===== config.mk =====
export PLATFORM = sky130hd
export DESIGN_NAME = packbits_run_length_encoder
export DESIGN_NICKNAME = d
export VERILOG_FILES = /design/src/hw/rtl/pbrle_pkg.sv /design/src/hw/rtl/pbrle_front.sv /design/src/hw/rtl/pbrle_cmd_fifo.sv /design/src/hw/rtl/pbrle_back.sv /design/src/hw/rtl/packbits_run_length_encoder.sv
export SDC_FILE = /design/constraint.sdc
export NUM_CORES = 1
export LEC_CHECK = 0
export BUFFER_PORTS_ARGS = -buffer_cell sky130_fd_sc_hd__buf_4
export CORE_MARGIN = 4
export CORE_UTILIZATION = 31
export DETAILED_ROUTE_END_ITERATION = 12
export PLACE_DENSITY = 0.46
export RECOVER_POWER = 25
export SYNTH_ARGS = -nofsm -noshare
export SYNTH_HDL_FRONTEND = slang
export SYNTH_HIERARCHICAL = 1
export SYNTH_SLANG_ARGS = --single-unit

===== constraint.sdc =====
create_clock -name clk_i -period 7.9 [get_ports clk_i]
set_input_delay 0.79 -clock clk_i [delete_from_list [all_inputs] [get_ports clk_i]]
set_output_delay 0.79 -clock clk_i [all_outputs]
set_load 0.02 [all_outputs]

===== src/hw/rtl/pbrle_pkg.sv =====
// Shared constants and types of the PackBits run-length encoder.
// Used by pbrle_front, pbrle_cmd_fifo, pbrle_back and the top level.
// No dependencies.
package pbrle_pkg;

  localparam int unsigned MaxLiteralDefault = 32;
  localparam int unsigned MaxRunDefault     = 128;
  localparam int unsigned StoreDepth        = 32;
  localparam int unsigned StoreAw           = $clog2(StoreDepth);
  localparam int unsigned CountW            = $clog2(StoreDepth + 1);
  localparam int unsigned QueueDepth        = 4;

  localparam logic [7:0] EndMarker = 8'd128;

  localparam logic [1:0] CMD_LIT = 2'd0;
  localparam logic [1:0] CMD_RUN = 2'd1;
  localparam logic [1:0] CMD_END = 2'd2;

  typedef struct packed {
    logic [1:0] kind;
    logic [7:0] value;
    logic [7:0] len;
  } cmd_t;

  typedef struct packed {
    logic full;
    logic empty;
  } q_status_t;

endpackage


===== src/hw/rtl/pbrle_front.sv =====
// Front end: accepts raw bytes, tracks the open group and issues commands.
// Depends on pbrle_pkg.
module pbrle_front #(
  parameter int unsigned RUN_LIMIT = pbrle_pkg::MaxRunDefault
) (
  input  logic              clk_i,
  input  logic              rst_ni,
  input  logic              in_valid_i,
  output logic              in_stall_o,
  input  logic [7:0]        data_byte_i,
  input  logic              end_of_stream_i,
  output logic              push_o,
  output pbrle_pkg::cmd_t   cmd_o,
  input  pbrle_pkg::q_status_t q_status_i
);

  localparam logic [1:0] PH_ITEM  = 2'd0;
  localparam logic [1:0] PH_CLOSE = 2'd1;
  localparam logic [1:0] PH_END   = 2'd2;

  logic       cur_vld_q;
  logic [7:0] cur_byte_q;
  logic       cur_last_q;
  logic [1:0] phase_q;
  logic [7:0] held_q;
  logic [7:0] rc_q;

  logic            extend;
  logic            need_push;
  logic            step;
  logic            done_item;
  logic            accept;
  pbrle_pkg::cmd_t close_cmd;

  assign extend = (rc_q != 8'd0) && (cur_byte_q == held_q) && (rc_q < 8'(RUN_LIMIT));

  always_comb begin
    close_cmd.kind  = (rc_q == 8'd1) ? pbrle_pkg::CMD_LIT : pbrle_pkg::CMD_RUN;
    close_cmd.value = held_q;
    close_cmd.len   = rc_q;
    cmd_o     = close_cmd;
    need_push = 1'b0;
    case (phase_q)
      PH_ITEM: begin
        need_push = !extend && (rc_q != 8'd0);
      end
      PH_CLOSE: begin
        need_push = 1'b1;
      end
      PH_END: begin
        need_push = 1'b1;
        cmd_o.kind  = pbrle_pkg::CMD_END;
        cmd_o.value = pbrle_pkg::EndMarker;
        cmd_o.len   = 8'd0;
      end
      default: begin
        need_push = 1'b0;
      end
    endcase
  end

  assign step      = cur_vld_q && (!need_push || !q_status_i.full);
  assign push_o    = cur_vld_q && need_push && !q_status_i.full;
  assign done_item = step && ((phase_q == PH_END) || ((phase_q == PH_ITEM) && !cur_last_q));
  assign in_stall_o = cur_vld_q && !done_item;
  assign accept    = in_valid_i && !in_stall_o;

  always_ff @(posedge clk_i or negedge rst_ni) begin
    if (!rst_ni) begin
      cur_vld_q <= 1'b0;
      phase_q   <= PH_ITEM;
      held_q    <= 8'd0;
      rc_q      <= 8'd0;
    end else begin
      if (step) begin
        case (phase_q)
          PH_ITEM: begin
            if (extend) begin
              rc_q <= rc_q + 8'd1;
            end else begin
              held_q <= cur_byte_q;
              rc_q   <= 8'd1;
            end
            if (cur_last_q) begin
              phase_q <= PH_CLOSE;
            end
          end
          PH_CLOSE: begin
            phase_q <= PH_END;
          end
          PH_END: begin
            held_q <= 8'd0;
            rc_q   <= 8'd0;
          end
          default: begin
            phase_q <= PH_ITEM;
          end
        endcase
      end
      if (done_item) begin
        cur_vld_q <= 1'b0;
      end
      if (accept) begin
        cur_vld_q <= 1'b1;
        phase_q   <= PH_ITEM;
      end
    end
  end

  always_ff @(posedge clk_i) begin
    if (accept) begin
      cur_byte_q <= data_byte_i;
      cur_last_q <= end_of_stream_i;
    end
  end

  a_rc_bound: assert property (@(posedge clk_i) disable iff (!rst_ni)
    rc_q <= 8'(RUN_LIMIT))
    else $error("group length beyond run limit");

endmodule


===== src/hw/rtl/pbrle_cmd_fifo.sv =====
// Command queue between front and back ends of the encoder.
// Depends on pbrle_pkg.
module pbrle_cmd_fifo (
  input  logic                 clk_i,
  input  logic                 rst_ni,
  input  logic                 push_i,
  input  pbrle_pkg::cmd_t      push_cmd_i,
  input  logic                 pop_i,
  output pbrle_pkg::cmd_t      head_o,
  output pbrle_pkg::q_status_t status_o
);

  localparam int unsigned PtrW = $clog2(pbrle_pkg::QueueDepth);
  localparam int unsigned CntW = $clog2(pbrle_pkg::QueueDepth + 1);

  pbrle_pkg::cmd_t mem_q [pbrle_pkg::QueueDepth];
  logic [PtrW-1:0] wr_ptr_q;
  logic [PtrW-1:0] rd_ptr_q;
  logic [CntW-1:0] cnt_q;
  logic            do_push;
  logic            do_pop;

  assign status_o.full  = (cnt_q == CntW'(pbrle_pkg::QueueDepth));
  assign status_o.empty = (cnt_q == '0);
  assign do_push = push_i && !status_o.full;
  assign do_pop  = pop_i && !status_o.empty;
  assign head_o  = mem_q[rd_ptr_q];

  always_ff @(posedge clk_i or negedge rst_ni) begin
    if (!rst_ni) begin
      wr_ptr_q <= '0;
      rd_ptr_q <= '0;
      cnt_q    <= '0;
    end else begin
      if (do_push) begin
        wr_ptr_q <= PtrW'((32'(wr_ptr_q) + 32'd1) % pbrle_pkg::QueueDepth);
      end
      if (do_pop) begin
        rd_ptr_q <= PtrW'((32'(rd_ptr_q) + 32'd1) % pbrle_pkg::QueueDepth);
      end
      if (do_push && !do_pop) begin
        cnt_q <= cnt_q + CntW'(1);
      end else if (do_pop && !do_push) begin
        cnt_q <= cnt_q - CntW'(1);
      end
    end
  end

  always_ff @(posedge clk_i) begin
    if (do_push) begin
      mem_q[wr_ptr_q] <= push_cmd_i;
    end
  end

  a_no_push_full: assert property (@(posedge clk_i) disable iff (!rst_ni)
    status_o.full |-> !push_i)
    else $error("push into full command queue");

  a_no_pop_empty: assert property (@(posedge clk_i) disable iff (!rst_ni)
    status_o.empty |-> !pop_i)
    else $error("pop from empty command queue");

endmodule


===== src/hw/rtl/pbrle_back.sv =====
// Back end: executes commands, holds the literal store, drives the code register.
// Depends on pbrle_pkg.
module pbrle_back #(
  parameter int unsigned LIT_LIMIT = pbrle_pkg::MaxLiteralDefault
) (
  input  logic                 clk_i,
  input  logic                 rst_ni,
  input  pbrle_pkg::cmd_t      head_i,
  input  pbrle_pkg::q_status_t q_status_i,
  output logic                 pop_o,
  output logic                 code_valid_o,
  input  logic                 code_stall_i,
  output logic [7:0]           code_byte_o,
  output logic                 code_last_o
);

  localparam int unsigned CW = pbrle_pkg::CountW;
  localparam int unsigned AW = pbrle_pkg::StoreAw;

  localparam logic [1:0] ST_IDLE     = 2'd0;
  localparam logic [1:0] ST_FL_HDR   = 2'd1;
  localparam logic [1:0] ST_FL_DATA  = 2'd2;
  localparam logic [1:0] ST_RUN_BYTE = 2'd3;

  logic [7:0]    store_q [pbrle_pkg::StoreDepth];
  logic [1:0]    state_q, state_d;
  logic [CW-1:0] lcnt_q, lcnt_d;
  logic [CW-1:0] idx_q, idx_d;
  logic [7:0]    rd_data_q;
  logic [7:0]    run_byte_q;
  logic          out_vld_q;
  logic [7:0]    out_byte_q;
  logic          out_last_q;

  logic          can_load;
  logic          load;
  logic [7:0]    load_byte;
  logic          load_last;
  logic          wr_en;
  logic          rd_en;
  logic [AW-1:0] rd_addr;
  logic          take_run;

  assign can_load = !out_vld_q || !code_stall_i;

  always_comb begin
    state_d   = state_q;
    lcnt_d    = lcnt_q;
    idx_d     = idx_q;
    pop_o     = 1'b0;
    load      = 1'b0;
    load_byte = 8'd0;
    load_last = 1'b0;
    wr_en     = 1'b0;
    rd_en     = 1'b0;
    rd_addr   = '0;
    take_run  = 1'b0;
    case (state_q)
      ST_IDLE: begin
        if (!q_status_i.empty) begin
          case (head_i.kind)
            pbrle_pkg::CMD_LIT: begin
              pop_o  = 1'b1;
              wr_en  = 1'b1;
              lcnt_d = lcnt_q + CW'(1);
              if (lcnt_d == CW'(LIT_LIMIT)) begin
                state_d = ST_FL_HDR;
              end
            end
            pbrle_pkg::CMD_RUN: begin
              if (lcnt_q != '0) begin
                state_d = ST_FL_HDR;
              end else if (can_load) begin
                pop_o     = 1'b1;
                load      = 1'b1;
                load_byte = 8'd1 - head_i.len;
                take_run  = 1'b1;
                state_d   = ST_RUN_BYTE;
              end
            end
            pbrle_pkg::CMD_END: begin
              if (lcnt_q != '0) begin
                state_d = ST_FL_HDR;
              end else if (can_load) begin
                pop_o     = 1'b1;
                load      = 1'b1;
                load_byte = pbrle_pkg::EndMarker;
                load_last = 1'b1;
              end
            end
            default: begin
              pop_o = 1'b1;
            end
          endcase
        end
      end
      ST_FL_HDR: begin
        if (can_load) begin
          load      = 1'b1;
          load_byte = 8'({2'b00, lcnt_q - CW'(1)});
          rd_en     = 1'b1;
          rd_addr   = '0;
          idx_d     = CW'(1);
          state_d   = ST_FL_DATA;
        end
      end
      ST_FL_DATA: begin
        if (can_load) begin
          load      = 1'b1;
          load_byte = rd_data_q;
          if (idx_q == lcnt_q) begin
            lcnt_d  = '0;
            state_d = ST_IDLE;
          end else begin
            rd_en   = 1'b1;
            rd_addr = idx_q[AW-1:0];
            idx_d   = idx_q + CW'(1);
          end
        end
      end
      ST_RUN_BYTE: begin
        if (can_load) begin
          load      = 1'b1;
          load_byte = run_byte_q;
          state_d   = ST_IDLE;
        end
      end
      default: begin
        state_d = ST_IDLE;
      end
    endcase
  end

  always_ff @(posedge clk_i or negedge rst_ni) begin
    if (!rst_ni) begin
      state_q   <= ST_IDLE;
      lcnt_q    <= '0;
      idx_q     <= '0;
      out_vld_q <= 1'b0;
    end else begin
      state_q <= state_d;
      lcnt_q  <= lcnt_d;
      idx_q   <= idx_d;
      if (load) begin
        out_vld_q <= 1'b1;
      end else if (!code_stall_i) begin
        out_vld_q <= 1'b0;
      end
    end
  end

  always_ff @(posedge clk_i) begin
    if (load) begin
      out_byte_q <= load_byte;
      out_last_q <= load_last;
    end
    if (take_run) begin
      run_byte_q <= head_i.value;
    end
  end

  always_ff @(posedge clk_i) begin
    if (wr_en) begin
      store_q[lcnt_q[AW-1:0]] <= head_i.value;
    end
    if (rd_en) begin
      rd_data_q <= store_q[rd_addr];
    end
  end

  assign code_valid_o = out_vld_q;
  assign code_byte_o  = out_byte_q;
  assign code_last_o  = out_last_q;

  a_lcnt_bound: assert property (@(posedge clk_i) disable iff (!rst_ni)
    (state_q == ST_IDLE) |-> (lcnt_q < CW'(LIT_LIMIT)))
    else $error("literal count at limit while idle");

  a_last_marker: assert property (@(posedge clk_i) disable iff (!rst_ni)
    (out_vld_q && out_last_q) |-> (out_byte_q == pbrle_pkg::EndMarker))
    else $error("last beat is not the end marker");

endmodule


===== src/hw/rtl/packbits_run_length_encoder.sv =====
// PackBits run-length encoder, top level.
// Depends on pbrle_pkg, pbrle_front, pbrle_cmd_fifo and pbrle_back.
//
// Input channel: one raw byte per beat (data_byte_i, end_of_stream_i on the
// final byte), accepted when in_valid_i is high and in_stall_o is low.
// Output channel: one code byte per beat (code_byte_o, code_last_o), taken
// when code_valid_o is high and code_stall_i is low. code_last_o marks the
// end marker 128 that closes each stream.
// A byte that extends a run queues no command, so runs stream at one input
// beat per cycle. A byte that closes a group queues one command; the back
// end stores a literal and emits a flush of N literals as N+1 output beats
// and a run as two, one output beat per cycle while code_stall_i is low.
// Code bytes leave through the single output register.
// The end-of-stream byte passes three front-end steps (group update, close,
// end marker) before the next stream may begin.
// Reset clears all control state; no beat is pending afterwards.
// While code_stall_i is high the output beat holds, the command queue fills
// and in_stall_o rises once the front end cannot queue a command.
module packbits_run_length_encoder #(
  parameter int unsigned MAX_LITERAL = pbrle_pkg::MaxLiteralDefault,
  parameter int unsigned MAX_RUN     = pbrle_pkg::MaxRunDefault
) (
  input  logic       clk_i,
  input  logic       rst_ni,
  input  logic       in_valid_i,
  output logic       in_stall_o,
  input  logic [7:0] data_byte_i,
  input  logic       end_of_stream_i,
  output logic       code_valid_o,
  input  logic       code_stall_i,
  output logic [7:0] code_byte_o,
  output logic       code_last_o
);

  localparam int unsigned LitLimit =
    (MAX_LITERAL > pbrle_pkg::StoreDepth) ? pbrle_pkg::StoreDepth :
    ((MAX_LITERAL < 1) ? 1 : MAX_LITERAL);
  localparam int unsigned RunLimit =
    (MAX_RUN < 2) ? 2 : ((MAX_RUN > 128) ? 128 : MAX_RUN);

  logic                 push;
  pbrle_pkg::cmd_t      push_cmd;
  logic                 pop;
  pbrle_pkg::cmd_t      head;
  pbrle_pkg::q_status_t q_status;

  pbrle_front #(
    .RUN_LIMIT (RunLimit)
  ) u_front (
    .clk_i           (clk_i),
    .rst_ni          (rst_ni),
    .in_valid_i      (in_valid_i),
    .in_stall_o      (in_stall_o),
    .data_byte_i     (data_byte_i),
    .end_of_stream_i (end_of_stream_i),
    .push_o          (push),
    .cmd_o           (push_cmd),
    .q_status_i      (q_status)
  );

  pbrle_cmd_fifo u_fifo (
    .clk_i      (clk_i),
    .rst_ni     (rst_ni),
    .push_i     (push),
    .push_cmd_i (push_cmd),
    .pop_i      (pop),
    .head_o     (head),
    .status_o   (q_status)
  );

  pbrle_back #(
    .LIT_LIMIT (LitLimit)
  ) u_back (
    .clk_i        (clk_i),
    .rst_ni       (rst_ni),
    .head_i       (head),
    .q_status_i   (q_status),
    .pop_o        (pop),
    .code_valid_o (code_valid_o),
    .code_stall_i (code_stall_i),
    .code_byte_o  (code_byte_o),
    .code_last_o  (code_last_o)
  );

endmodule


==> summary.md <==
| Metric | Value |
|---|---|
| Outcome | complete, but fails checks |
| Violated checks | capacitance limit, slew limit |
| RSZ-0062 raised after global routing | false |
| Full die area | 60000 µm² |
| CTS tree | yes |
| Largest cells by area after synthesis | edfxtp_1, dfrtp_1, mux4_2 |
| Number of DRC violations after detailed-routing iteration 0 | 1149 |
| Data arrival time of the worst path | 4.61 ns |
| Class of the most critical setup path | reg2reg |
| Area of placed instances | 18200 µm² |
| Origin of the worst min-delay path | data_byte_i[3] |
| Floorplan row count | 86 |
| Flip-flop and latch count after synthesis | 403 |
| Sum of negative setup slack | 0 ns |
| Core Util, Final | 0.354 |
| Final setup skew | 0.0267 ns |
| Post-detailed-route DRC marker count | 0 |
| Total number of clock tree sinks | 403 |
| Critical path origin | u_fifo/rd_ptr_q[0] |
| Number of distinct library cells after synthesis | 87 |
| Portion of synthesized cell area occupied by the leading cell type | 0.625 |
| Nets in the synthesized netlist | 1219 |
| Number of antenna violations at the first check in global routing | 0 |
| Post-layout power | 7.75 mW |
| Most frequently used flop master after synthesis | edfxtp_1 |
| Number of CTS-inserted buffers | 46 |
| Worst Path Max Fanout | 20 |
| Layout cells sized above 1 | 0.133 |
| Maximum number of pins on one net before global-route repair | 53 |
| Wire length of the first global-routing pass | 71.9 mm |
| Die boundary width | 245 µm |
| Weighted congestion at the end of routability-driven global placement | 0.856 |
| Die Span Y | 245 µm |
| Share of async-settable or async-resettable flops after synthesis | 0.102 |
| Number of global-route vias before repair | 10500 |
| Effective utilization at floorplan | 0.315 |
| DP Worst Slack | 4.07 ns |
| Worst hold margin | 0.411 ns |
| Commonest cells in the netlist | edfxtp_1, nor2_1, nand2_1 |
| Wire length reported by the detailed router | 48.6 mm |
| Total gr overflow | 0 |
| CORE AREA | 55300 µm² |
| Final Setup Violations | 0 |
| Slew @ Worst Pin | 2.47 ns |
| Worst ir drop on vdd | 0.000235 V |
| Detail Route Antenna Nets | 0 |
| Number of detailed-routing iterations run before antenna repair | 7 |
| Min Tclk post-route | 4.43 ns |
| Period utilization | 0.560 |
| Yosys warnings | 6 |
| Master cell of the clock root buffer | clkbuf_16 |
| Sequential fraction of the synthesis area | 0.684 |
| Port Buffer Count | 23 |
| Sum of buffers and inverters on the critical path | 2 |
| Cell count after synthesis | 1176 |
| Number of hold-slack violations in the final timing report | 0 |
| Startpoint of the most critical register-to-register path | u_fifo/rd_ptr_q[0] |
| Placed insts | 1886 |
| Post-Layout Cell Count | 1968 |
| DPL Wire Length | 31.0 mm |
| Vias post-DR | 10500 |
| Average cell area after synthesis | 14.8 µm² |
| Upper clock frequency limit | 226 MHz |
| Clock slew at reported path FFs | 0.06 ns |
| Routed WL per cell | 24.7 µm |
| Dominant cell by count in the synthesized netlist | edfxtp_1 |
| Count of flip-flops with a built-in enable after synthesis | 362 |
| Cell taking the most area after synthesis | edfxtp_1 |
| Max clock buf depth | 3 |
| Worst path required time | 8.08 ns |
| Final Cell Area | 19600 µm² |
| Synth-to-Final Area Change | 12.7% |
| Slew margin rel. | -0.650 |
| Buffers inserted during post-CTS setup optimization | 0 |
| Resize count post-CTS | 0 |
| Final Max Slew Viols | 63 |
| Kind of launch point of the worst setup path | flip-flop |
| Slowest cell on the critical path | clkbuf_1 |
| Clock insertion delay at the later pin of the skew report | 0.58 ns |
| CTS Hold Buffers Added | 0 |
| Cell area after technology mapping | 17400 µm² |
| Worst path top cell family by delay | simple AND/OR/NAND/NOR gates |
| Global-route usage over all layers | 0.162 |
| Critical path cell sequence | clkbuf_1 -> mux4_2 -> inv_1 -> ha_1 -> and2_1 -> nand2_1 -> nor2_1 |
| Class of the tightest hold or removal check | in2reg |
| Total leakage power | 6.47 nW |
| Worst path setup slack after routing | 3.47 ns |
| Net total in the final layout | 1229 |
| Via density per instance | 5.34 |
| CP Capture Type | flip-flop |
| Top-level port count | 24 |
| Number of levels in the clock H-tree | 2 |
| P per Cell Area | 395 nW/µm² |
| Critical Path Max Stage Delay | 1.24 ns |
| Number of violations of the max-capacitance limit | 2 |
==> layout by cell type, fill, tap and decap left out, types with 7 or more instances in the layout <==
cell type  netlist  routed
edfxtp_1       362     362
nor2_1          86      86
nand2_1         51      51
clkbuf_16        0      46
o22ai_1         41      41
dfrtp_1         41      40
a211oi_1        39      39
inv_1           35      35
a21oi_1         31      31
ha_1            29      29
o21ai_0         28      28
clkbuf_1        27      20
xor2_1          19      19
mux4_2          19      19
mux2i_1         18      18
nor2b_1         17      17
xnor2_1         15      15
nor3_1          15      15
or2_2           14      14
nand3_1         12      12
buf_4            2      11
o31a_1          11      11
a2111oi_0       11      11
o221a_2         11      11
clkinv_1         0      10
and2_1          10      10
o211ai_1        10      10
a22o_1          10      10
clkbuf_4         0       9
and3_1           9       9
a31oi_1          9       9
nand4_1          8       8
nand2b_1         8       8
a22oi_1          8       8
or3_1            8       8
clkinv_2         0       7
o21ai_1          7       7
o22a_1           7       7
o221ai_1         7       7
==> logic make-up (layout without fill, tap and decap cells) <==
family / after synthesis / after routing / synth area share
AOI/OAI and AO/OA: 296 / 296 / 0.130
xor gates and xnor gates: 34 / 34 / 0.0171
adders and majority gates: 30 / 30 / 0.0220
buffers and inverters: 105 / 148 / 0.0285
DFF: 403 / 403 / 0.684
muxes: 43 / 43 / 0.0390
other: 0 / 1 / 0
and+or+nand+nor: 265 / 265 / 0.0799
==> final cells by class <==
cell class | count | area, µm²
diodes | 1 | 2.50
clock buffers | 54 | 1180
clock inverters | 27 | 250
fillers | 5352 | 35700
inverters | 35 | 131
multi-input cells | 668 | 5010
flip-flops and latches | 403 | 11900
well taps | 748 | 936
repair buffers | 32 | 195
==> flip-flops by register name (all words and copies together), names as in the netlist, 3 cells and up <==
register and count:
u_back/store_q 256, u_fifo/mem_q 72, u_back/code_byte_o 8, u_back/rd_data_q 8, u_back/run_byte_q 8, u_front/cur_byte_q 8
u_front/held_q 8, u_front/rc_q 8, u_back/idx_q 6, u_back/lcnt_q 6, u_fifo/cnt_q 3
==> worst register-to-register path, delay by kind of cell (launching register included) <==
| family | cells | cell delay, ns |
|---|---|---|
| muxes | 1 | 0.68 |
| buffers and inverters | 2 | 1.34 |
| and+or+nand+nor | 3 | 1.52 |
| adders and majority gates | 1 | 0.19 |
| DFF | 1 | 0.31 |
==> power by group <==
part | switching [mW] | leakage, nW | internal [mW]
registers | 0.175 | 3.83 | 2.99
clock network | 0.847 | 0.696 | 1.20
logic | 1.82 | 1.95 | 0.718
total | 2.84 | 6.47 | 4.91
==> worst paths after layout <==
path | to | slack [ns] | depth (start not counted)
worst max-delay path | u_back/store_q[26][2] | 3.47 | 7
worst min-delay path | u_front/cur_byte_q[3] | 0.41 | 1
worst max register to register | u_back/store_q[26][2] | 3.47 | 7
worst min register to register | u_fifo/cnt_q[2] | 0.48 | 1
max in group asynchronous | u_back/idx_q[0] | 5.32 | 1
min in group asynchronous | u_front/held_q[0] | 0.97 | 1
==> metal layers <==
layer	vias to the layer above	GRT usage	wire length (µm)
li1	4653	-	-
met1	5416	0.231	21900
met2	365	0.252	22300
met3	82	0.0297	3130
met4	0	0.0482	1300
met5	-	0	0
No activity file was read; power rests on OpenSTA's default activity.
